==> config.mk <==
export PLATFORM = sky130hd
export DESIGN_NAME = mthw_cell
export DESIGN_NICKNAME = d
export VERILOG_FILES = /design/src/rtl/core/multi_task_heartbeat_watchdog_core_macros.svh /design/src/rtl/core/mthw_pkg.sv /design/src/rtl/core/mthw_cell.sv
export SDC_FILE = /design/constraint.sdc
export NUM_CORES = 1
export LEC_CHECK = 0
export BUFFER_PORTS_ARGS = -buffer_cell sky130_fd_sc_hd__buf_4
export CELL_PAD_IN_SITES_DETAIL_PLACEMENT = 1
export CELL_PAD_IN_SITES_GLOBAL_PLACEMENT = 2
export CORE_ASPECT_RATIO = 1.1
export CORE_UTILIZATION = 22
export DETAILED_ROUTE_END_ITERATION = 6
export PLACE_DENSITY_LB_ADDON = 0.15
export SYNTH_ARGS = -nofsm -noshare
export SYNTH_HDL_FRONTEND = slang
export SYNTH_SLANG_ARGS = --single-unit
==> constraint.sdc <==
create_clock -name i_clk -period 1.2 [get_ports i_clk]
set_input_delay 0.12 -clock i_clk [delete_from_list [all_inputs] [get_ports i_clk]]
set_output_delay 0.12 -clock i_clk [all_outputs]
set_load 0.05 [all_outputs]
==> src/rtl/core/multi_task_heartbeat_watchdog_core_macros.svh <==
// Assertion macros for the heartbeat watchdog core.
// Included by the top level only; no other dependencies.
`ifndef MULTI_TASK_HEARTBEAT_WATCHDOG_CORE_MACROS_SVH
`define MULTI_TASK_HEARTBEAT_WATCHDOG_CORE_MACROS_SVH
// Implication checked on every clock edge outside reset.
`define MTHW_ASSERT(label, clk, rst_n, prop, msg) \
    label: assert property (@(posedge clk) disable iff (!rst_n) prop) else $error(msg);
`define MTHW_ASSERT_ALWAYS(label, clk, prop, msg) \
    label: assert property (@(posedge clk) prop) else $error(msg);
`endif

==> src/rtl/core/mthw_pkg.sv <==
// Shared types and constants for the heartbeat watchdog core.
// No dependencies.
package mthw_pkg;
    localparam int MaxSlots = 16;
    localparam int NumTasks = 64;
    localparam int SlotW    = $clog2(MaxSlots);
    localparam int TaskW    = 6;
    localparam int CountW   = 8;
    localparam int PtrW     = 32;
    localparam int WinW     = 16;
    localparam logic [WinW-1:0] WindowReset = 16'd256;

    localparam logic [1:0] OpBeat     = 2'd0;
    localparam logic [1:0] OpRegister = 2'd1;
    localparam logic [1:0] OpCheck    = 2'd2;

    // Token travelling along the slot chain.
    typedef struct packed {
        logic              reg_req;   // registration still looking for a free slot
        logic              chk_req;   // check walk reaches this slot
        logic [TaskW-1:0]  task_id;
        logic [PtrW-1:0]   base;
    } t_token;

    // Slot view given to the check evaluator.
    typedef struct packed {
        logic              used;
        logic [TaskW-1:0]  task_id;
        logic [PtrW-1:0]   base;
        logic [CountW-1:0] saved;
    } t_slot_view;
endpackage

==> src/rtl/core/mthw_cell.sv <==
// One slot cell of the watchdog chain: holds a slot and passes tokens on.
// Depends on mthw_pkg.
module mthw_cell (
    input  logic                     i_clk,
    input  logic                     i_rst_n,
    input  mthw_pkg::t_token         i_tok,
    output mthw_pkg::t_token         o_tok,
    input  logic                     i_sel,
    input  logic                     i_save,
    input  logic [mthw_pkg::CountW-1:0] i_save_count,
    output mthw_pkg::t_slot_view     o_view
);
    logic                           r_used;
    logic [mthw_pkg::TaskW-1:0]     r_task;
    logic [mthw_pkg::PtrW-1:0]      r_base;
    logic [mthw_pkg::CountW-1:0]    r_saved;
    logic                           take;

    // A registration is taken by the first free cell it meets.
    assign take = i_tok.reg_req && !r_used;

    always_ff @(posedge i_clk) begin
        if (!i_rst_n) begin
            r_used  <= 1'b0;
            r_task  <= '0;
            r_base  <= '0;
            r_saved <= '0;
        end else begin
            if (take) begin
                r_used <= 1'b1;
                r_task <= i_tok.task_id;
                r_base <= i_tok.base;
            end
            if (i_sel && i_save) begin
                r_saved <= i_save_count;
            end
        end
    end

    always_comb begin
        o_tok = i_tok;
        if (take) begin
            o_tok.reg_req = 1'b0;
        end
    end

    assign o_view = '{used: r_used, task_id: r_task, base: r_base, saved: r_saved};
endmodule

After elaboration in Yosys (flattened, before gate mapping)
Cells that the tools add are included.
{"block": "op_classes", "n_eq_ne": 0, "n_lt_le_gt_ge": 0, "muxes": 1, "shifts": 0, "multipliers": 0, "n_bitwise": 0, "div": 0, "reduce_logical": 3, "n_addsub": 0}
{"cell": "$logic_and A1 B1 Y1", "n": 2}
{"cell": "$logic_not A1 Y1", "n": 1}
{"cell": "$mux W1", "n": 1}
{"block": "totals", "output_inout_bits": 87, "ff_bits": 47, "ramBits": 0, "rom_bits": 0, "latchBits": 0, "memories": 0}

Longest topological paths before layout
Gate-level depths: netlist of the first run.
{"block": "logic_depth", "word_depth": 3, "depth_mapped": 4, "depth_no_buf": 2}

Least setup slack after synthesis of the first run
Ideal clock, no wire load.
{"block": "synth_timing", "path_type": "register -> register", "from": "register r_used", "to": "register r_base[12] (netlist name)", "synth_period_minus_slack_ns": 0.985, "setup_slack_ns": 0.215, "n_path_buf": 2, "arrival_time_ns": 0.913, "path_stages_with_launch": 5, "path_cell_list": "dfxtp_1 -> nor2b_4 -> buf_6 -> buf_12 -> mux2i_1"}
{"block": "synth_between", "elab_chain_cells": 2}
{"element": "start, declared", "line": "mthw_cell.sv:13", "text": "logic r_used;"}
{"element": "start signal, assigned", "line": "mthw_cell.sv:24", "text": "r_used <= 1'b0;"}
{"element": "start signal, assigned", "line": "mthw_cell.sv:30", "text": "r_used <= 1'b1;"}
{"element": "$logic_not A1 Y1", "line": "mthw_cell.sv:20", "text": "assign take = i_tok.reg_req && !r_used;"}
{"element": "$logic_and A1 B1 Y1", "line": "mthw_cell.sv:20"}
{"element": "end signal, assigned", "line": "mthw_cell.sv:32", "text": "r_base <= i_tok.base;"}
{"element": "end, declared", "line": "mthw_cell.sv:15", "text": "logic [mthw_pkg::PtrW-1:0] r_base;"}
No other way between the ends.
A chain may end at the register's enable or synchronous reset.

==> impl_metrics.env, run 1 <==
export IMPL_num_io_pins=139
export IMPL_num_rows=37
export IMPL_synth_ff_type="dfxtp_1"
export IMPL_synth_seq_cells=47
export IMPL_cts_tree="yes"
export IMPL_yosysWarnings=0
export IMPL_wl_mm=5.58
export IMPL_synth_seq_area_share_pct=43.1
export IMPL_cts_htree_levels=2
export IMPL_worst_r2r_cell_count=3
export IMPL_min_period_ns=1.10
export IMPL_synth_top_area_share_pct=43.1
export IMPL_grt_ovfl_total=0
export IMPL_instances_no_fill=453
export IMPL_rrSetupSlack_ns=0.13
export IMPL_place_congestion=0.625
export IMPL_status="complete, no violations"
export IMPL_dieArea_um2=10300
export IMPL_root_buffer="clkbuf_8"
export IMPL_finalSetupViolations=0
export IMPL_grt_pass1_vias=1842
export IMPL_cts_buffers=5
export IMPL_setup_ws_ns=0.0994
export IMPL_fmax_ghz=0.909
export IMPL_die_x_um=97.0
export IMPL_worstPathCellList="and2_1 -> buf_4"
export IMPL_yosysTopAreaCell="dfxtp_1"
export IMPL_drc_errors=0
export IMPL_detail_route_wl_per_cell_um=12.3
export IMPL_rsz0062_at_grt="false"
export IMPL_worstSetupPathType="reg -> out"
export IMPL_critical_path_required_ns=1.08
export IMPL_ir_drop_mv=0.451
export IMPL_drive_gt1_share_pct=44.0
export IMPL_cpPeakStageDelay_ns=0.37
export IMPL_antenna_found_initial=0
export IMPL_syn_instance_count=246
export IMPL_grt_pass1_wl_mm=8.76
export IMPL_leakagePower_nw=1.48
export IMPL_ant_nets=0
export IMPL_max_cap_violations=0
export IMPL_num_antenna_cells=0
export IMPL_initial_utilization_pct=23.0
export IMPL_synth_area_leaders="dfxtp_1 43%, mux2i_1 17%, nand2_1 14%"
export IMPL_worstMarginPinSlew_ns=0.331
export IMPL_synth_edff_count=0
export IMPL_p_per_area_nw_per_um2=1250
export IMPL_busiest_layer="met2"
export IMPL_syn_area_per_cell_um2=8.87
export IMPL_grt_max_degree=49
export IMPL_post_dp_hpwl_mm=4.14
export IMPL_yosysUniqueCellTypes=14
export IMPL_syn_area_um2=2180
export IMPL_synth_commonest_cells="84 x nand2_1, 47 x dfxtp_1, 41 x buf_4, 38 x mux2i_1, 11 x buf_2"
export IMPL_areaGrowthSynthToFinish_pct=41.6
export IMPL_critPathLaunchType="register"
export IMPL_via_count=1851
export IMPL_dp_slack_ns=0.100
export IMPL_fin_nets=389
export IMPL_fin_hold_ws_ns=0.0419
export IMPL_dr_first_iter_drc_count=39
export IMPL_fin_crit_sh_pct=91.7
export IMPL_cts_buffer_depth=2
export IMPL_place_inst=447
export IMPL_hold_viol_final=0
export IMPL_grtUsageMet3_pct=3.29
export IMPL_fin_worst_skew_ns=0.00532
export IMPL_fin_setup_tns_ns=0
export IMPL_fp_dieH_um=106
export IMPL_postSynth_asyncResetShare_pct=0
export IMPL_met2_usage_pct=18.0
export IMPL_drt_vias_per_instance=4.09
export IMPL_path_max_fanout=4
export IMPL_power_mw=3.85
export IMPL_crit_arrival_ns=0.98
export IMPL_postCtsHoldBufs=0
export IMPL_clk_pin_slew_ns=0.08
export IMPL_worst_path_max_delay_cell="dfxtp_2"
export IMPL_cts_sinks=47
export IMPL_grt_usage_pct=10.5
export IMPL_gr_usage_met1_pct=12.4
export IMPL_hold_path_endpoint="r_used"
export IMPL_clk_latency_ns=0.29
export IMPL_maxSlewHeadroom_pct=77.9
export IMPL_slew_violations=0
export IMPL_syn_num_nets=298
export IMPL_dr_pass1_iters=4
export IMPL_end_kind="primary output"
export IMPL_io_buffers=136
export IMPL_hold_path_depth=2
export IMPL_hold_start="i_tok[39]"
export IMPL_hold_class="in -> reg"
export IMPL_rr_startpoint="r_used"
export IMPL_core_um2=9490
export IMPL_r2r_end="r_base[14]"
export IMPL_synthMostInstantiatedCell="nand2_1"
## state kept, by name, indices dropped and copies added, names as in the netlist
name,cells
r_task,6
r_used,1
r_base,32
r_saved,8
## cells in the final DEF (no fill, tap or decap)
master	count
buf_12	4
and2_1	1
buf_4	137
o21a_1	1
clkbuf_1	1
mux2i_1	38
dfxtp_1	46
clkbuf_8	5
nand4_1	8
nor2b_4	1
nand2_1	84
and2_0	1
o21ai_0	8
dfxtp_2	1
## where the power goes
part	internal, mW	switching (mW)	total (mW)
Clock	0.390	0.485	0.875
Sequential	1.66	0.0506	1.71
Combinational	0.431	0.841	1.27
Total	2.48	1.38	3.85
## worst max-delay path by stage
stage / from / endpoint / slack [ns] / depth (start not counted)
2_1_floorplan: r_used / r_base[12] / 0.22 / 4
3_3_place_gp: r_used / r_base[14] / 0.15 / 3
3_5_place_dp: r_used / r_base[14] / 0.10 / 3
4_1_cts: r_used / o_tok[39] / 0.01 / 2
5_1_grt: r_used / o_tok[39] / 0.03 / 2
6_report: r_used / o_tok[39] / 0.1 / 2
## repair_timing
item | CTS | global route
gates resized for setup | 0 | 1
setup endpoints to repair | 0 | 1
hold endpoints to repair | 0 | 0
setup buffers | 0 | 0
## area by class of cell
class / count / area (um^2)
sequential: 47 / 942
multi-input combinational: 142 / 820
clock buffer: 6 / 72.6
fill: 1134 / 6400
tap: 117 / 146
timing repair buffer: 141 / 1110
## kinds of logic (layout without fill, tap and decap cells)
| group | Yosys count | after routing | synth area share (%) |
|---|---|---|---|
| AO/OA/AOI/OAI | 9 | 9 | 2.18 |
| buffers and inverters | 57 | 147 | 19.3 |
| flip-flops | 47 | 47 | 43.1 |
| multiplexers | 38 | 38 | 17.4 |
| AND/OR/NAND/NOR | 95 | 95 | 17.9 |
## critical path, delay by kind of cell (launching register included)
family / cells / cell delay, ns
buffers and inverters: 1 / 0.19
flip-flops: 1 / 0.37
AND/OR/NAND/NOR: 1 / 0.13
## through the flow
stage | area, um^2 | utilization [%]
finish | 3090 | 32.6
global route | 3090 | 32.6
CTS | 3090 | 32.5
detailed placement | 3020 | 31.8
global placement | 3020 | 31.8
floorplan | 2180 | -
## per-layer routing
layer | share of wire, % | vias up
met5 | 0 | -
met4 | 0.91 | 0
met3 | 7.4 | 4
met2 | 49 | 72
met1 | 43 | 843
li1 | - | 932
(Power assumes the default switching activity.)
==> run 2, diff against run 1 <==
Settings changed: PLACE_DENSITY_LB_ADDON 0.15 to 0.1.
==> impl_metrics.env, run 2 (synthesis results as in run 1) <==
export IMPL_status="complete, no violations"
export IMPL_clk_latency_ns=0.29
export IMPL_grt_max_degree=63
export IMPL_critPathLaunchType="register"
export IMPL_ant_nets=0
export IMPL_end_kind="primary output"
export IMPL_max_cap_violations=0
export IMPL_finalSetupViolations=0
export IMPL_worstMarginPinSlew_ns=0.349
export IMPL_top_register="r_base"
export IMPL_hold_viol_final=0
export IMPL_fp_dieH_um=106
export IMPL_num_rows=37
export IMPL_crit_arrival_ns=1.01
export IMPL_ir_drop_mv=0.509
export IMPL_grt_pass1_vias=1880
export IMPL_fin_setup_tns_ns=0
export IMPL_fin_crit_sh_pct=93.9
export IMPL_layout_commonest_cell="buf_4"
export IMPL_cpLargestDelayFamily="flip-flops"
export IMPL_grt_ovfl_total=0
export IMPL_detail_route_wl_per_cell_um=12.6
export IMPL_cts_buffers=5
export IMPL_largest_registers="r_base x32, r_saved x8, r_task x6"
export IMPL_antenna_found_initial=0
export IMPL_rrSetupSlack_ns=0.17
export IMPL_slew_violations=0
export IMPL_path_max_fanout=4
export IMPL_fin_worst_skew_ns=0.00678
export IMPL_wl_mm=5.72
export IMPL_min_period_ns=1.13
export IMPL_dr_pass1_iters=4
export IMPL_fmax_ghz=0.887
export IMPL_grt_usage_pct=10.8
export IMPL_drt_vias_per_instance=4.11
export IMPL_place_congestion=0.642
export IMPL_num_antenna_cells=0
export IMPL_areaGrowthSynthToFinish_pct=41.9
export IMPL_worst_path_max_delay_cell="dfxtp_2"
export IMPL_power_mw=4.03
export IMPL_root_buffer="clkbuf_8"
export IMPL_via_count=1868
export IMPL_die_x_um=97.0
export IMPL_num_io_pins=139
export IMPL_p_per_area_nw_per_um2=1300
export IMPL_rsz0062_at_grt="false"
export IMPL_clk_pin_slew_ns=0.09
export IMPL_cts_htree_levels=2
export IMPL_cts_sinks=47
export IMPL_hold_class="in -> reg"
export IMPL_worst_path_buf_inv=1
export IMPL_critical_path_required_ns=1.08
export IMPL_dp_slack_ns=0.150
export IMPL_drc_errors=0
export IMPL_largest_reg_flops=32
export IMPL_core_um2=9490
export IMPL_setup_ws_ns=0.0728
export IMPL_post_dp_hpwl_mm=4.19
export IMPL_worstPathCellList="and2_1 -> buf_4"
export IMPL_drive_gt1_share_pct=44.2
export IMPL_layout_common_cells="137 x buf_4, 84 x nand2_1, 46 x dfxtp_1"
export IMPL_grt_pass1_wl_mm=8.98
export IMPL_cpPeakStageDelay_ns=0.38
export IMPL_dr_first_iter_drc_count=23
export IMPL_initial_utilization_pct=23.0
export IMPL_worstSetupPathType="reg -> out"
export IMPL_leakagePower_nw=1.48
export IMPL_fin_nets=388
export IMPL_cts_tree="yes"
export IMPL_dieArea_um2=10300
export IMPL_io_buffers=136
export IMPL_cts_buffer_depth=2
export IMPL_maxSlewHeadroom_pct=76.7
-- run 2: cell count changes in the layout (fill, tap and decap cells not counted) --
| cell | change |
|---|---|
| clkbuf_8 | +2 |
| buf_12 | -1 |
-- run 2: per-layer routing --
layer  routed length, um  track usage, %
met3                 481            3.48
met2                2790            18.8
met4                  42            3.20
met1                2420            12.5
met5                   0               0
-- run 2: power by group --
| part | internal [mW] | leakage, nW | switching [mW] | total (mW) |
|---|---|---|---|---|
| logic | 0.423 | 1.04 | 0.841 | 1.26 |
| clock network | 0.527 | 0.0515 | 0.527 | 1.05 |
| registers | 1.66 | 0.386 | 0.0514 | 1.71 |
-- run 2: repair_timing --
action | CTS | global route
setup endpoints to repair | 1 | 0
buffers inserted | 0 | 0
gates resized for setup | 1 | 0
hold buffers | 0 | 0
-- run 2: final timing paths --
path | start | endpoint | depth (start not counted)
worst min register to register | r_task[0] | r_task[0] | 2
worst min-delay path | i_tok[39] | r_used | 2
worst max-delay path | r_used | o_tok[39] | 2
worst max register to register | r_used | r_base[21] | 3
-- run 2: final cells by class --
cell class                      count  area [um^2]
Sequential cell                    47          942
Tap cell                          117          146
Fill cell                        1142         6390
Multi-Input combinational cell    142          820
Timing Repair Buffer              140         1090
Clock buffer                        8          100
-- run 2: stage by stage --
stage	cells	utilization [%]	area [um^2]	hold slack [ns]
after detailed placement	446	31.6	3000	0.241
after global placement	446	31.6	3000	0.241
after global routing	454	32.6	3100	0.0265
after floorplan	246	-	2180	0.230
final	454	32.6	3100	0.0318
after CTS	454	32.6	3100	0.0173
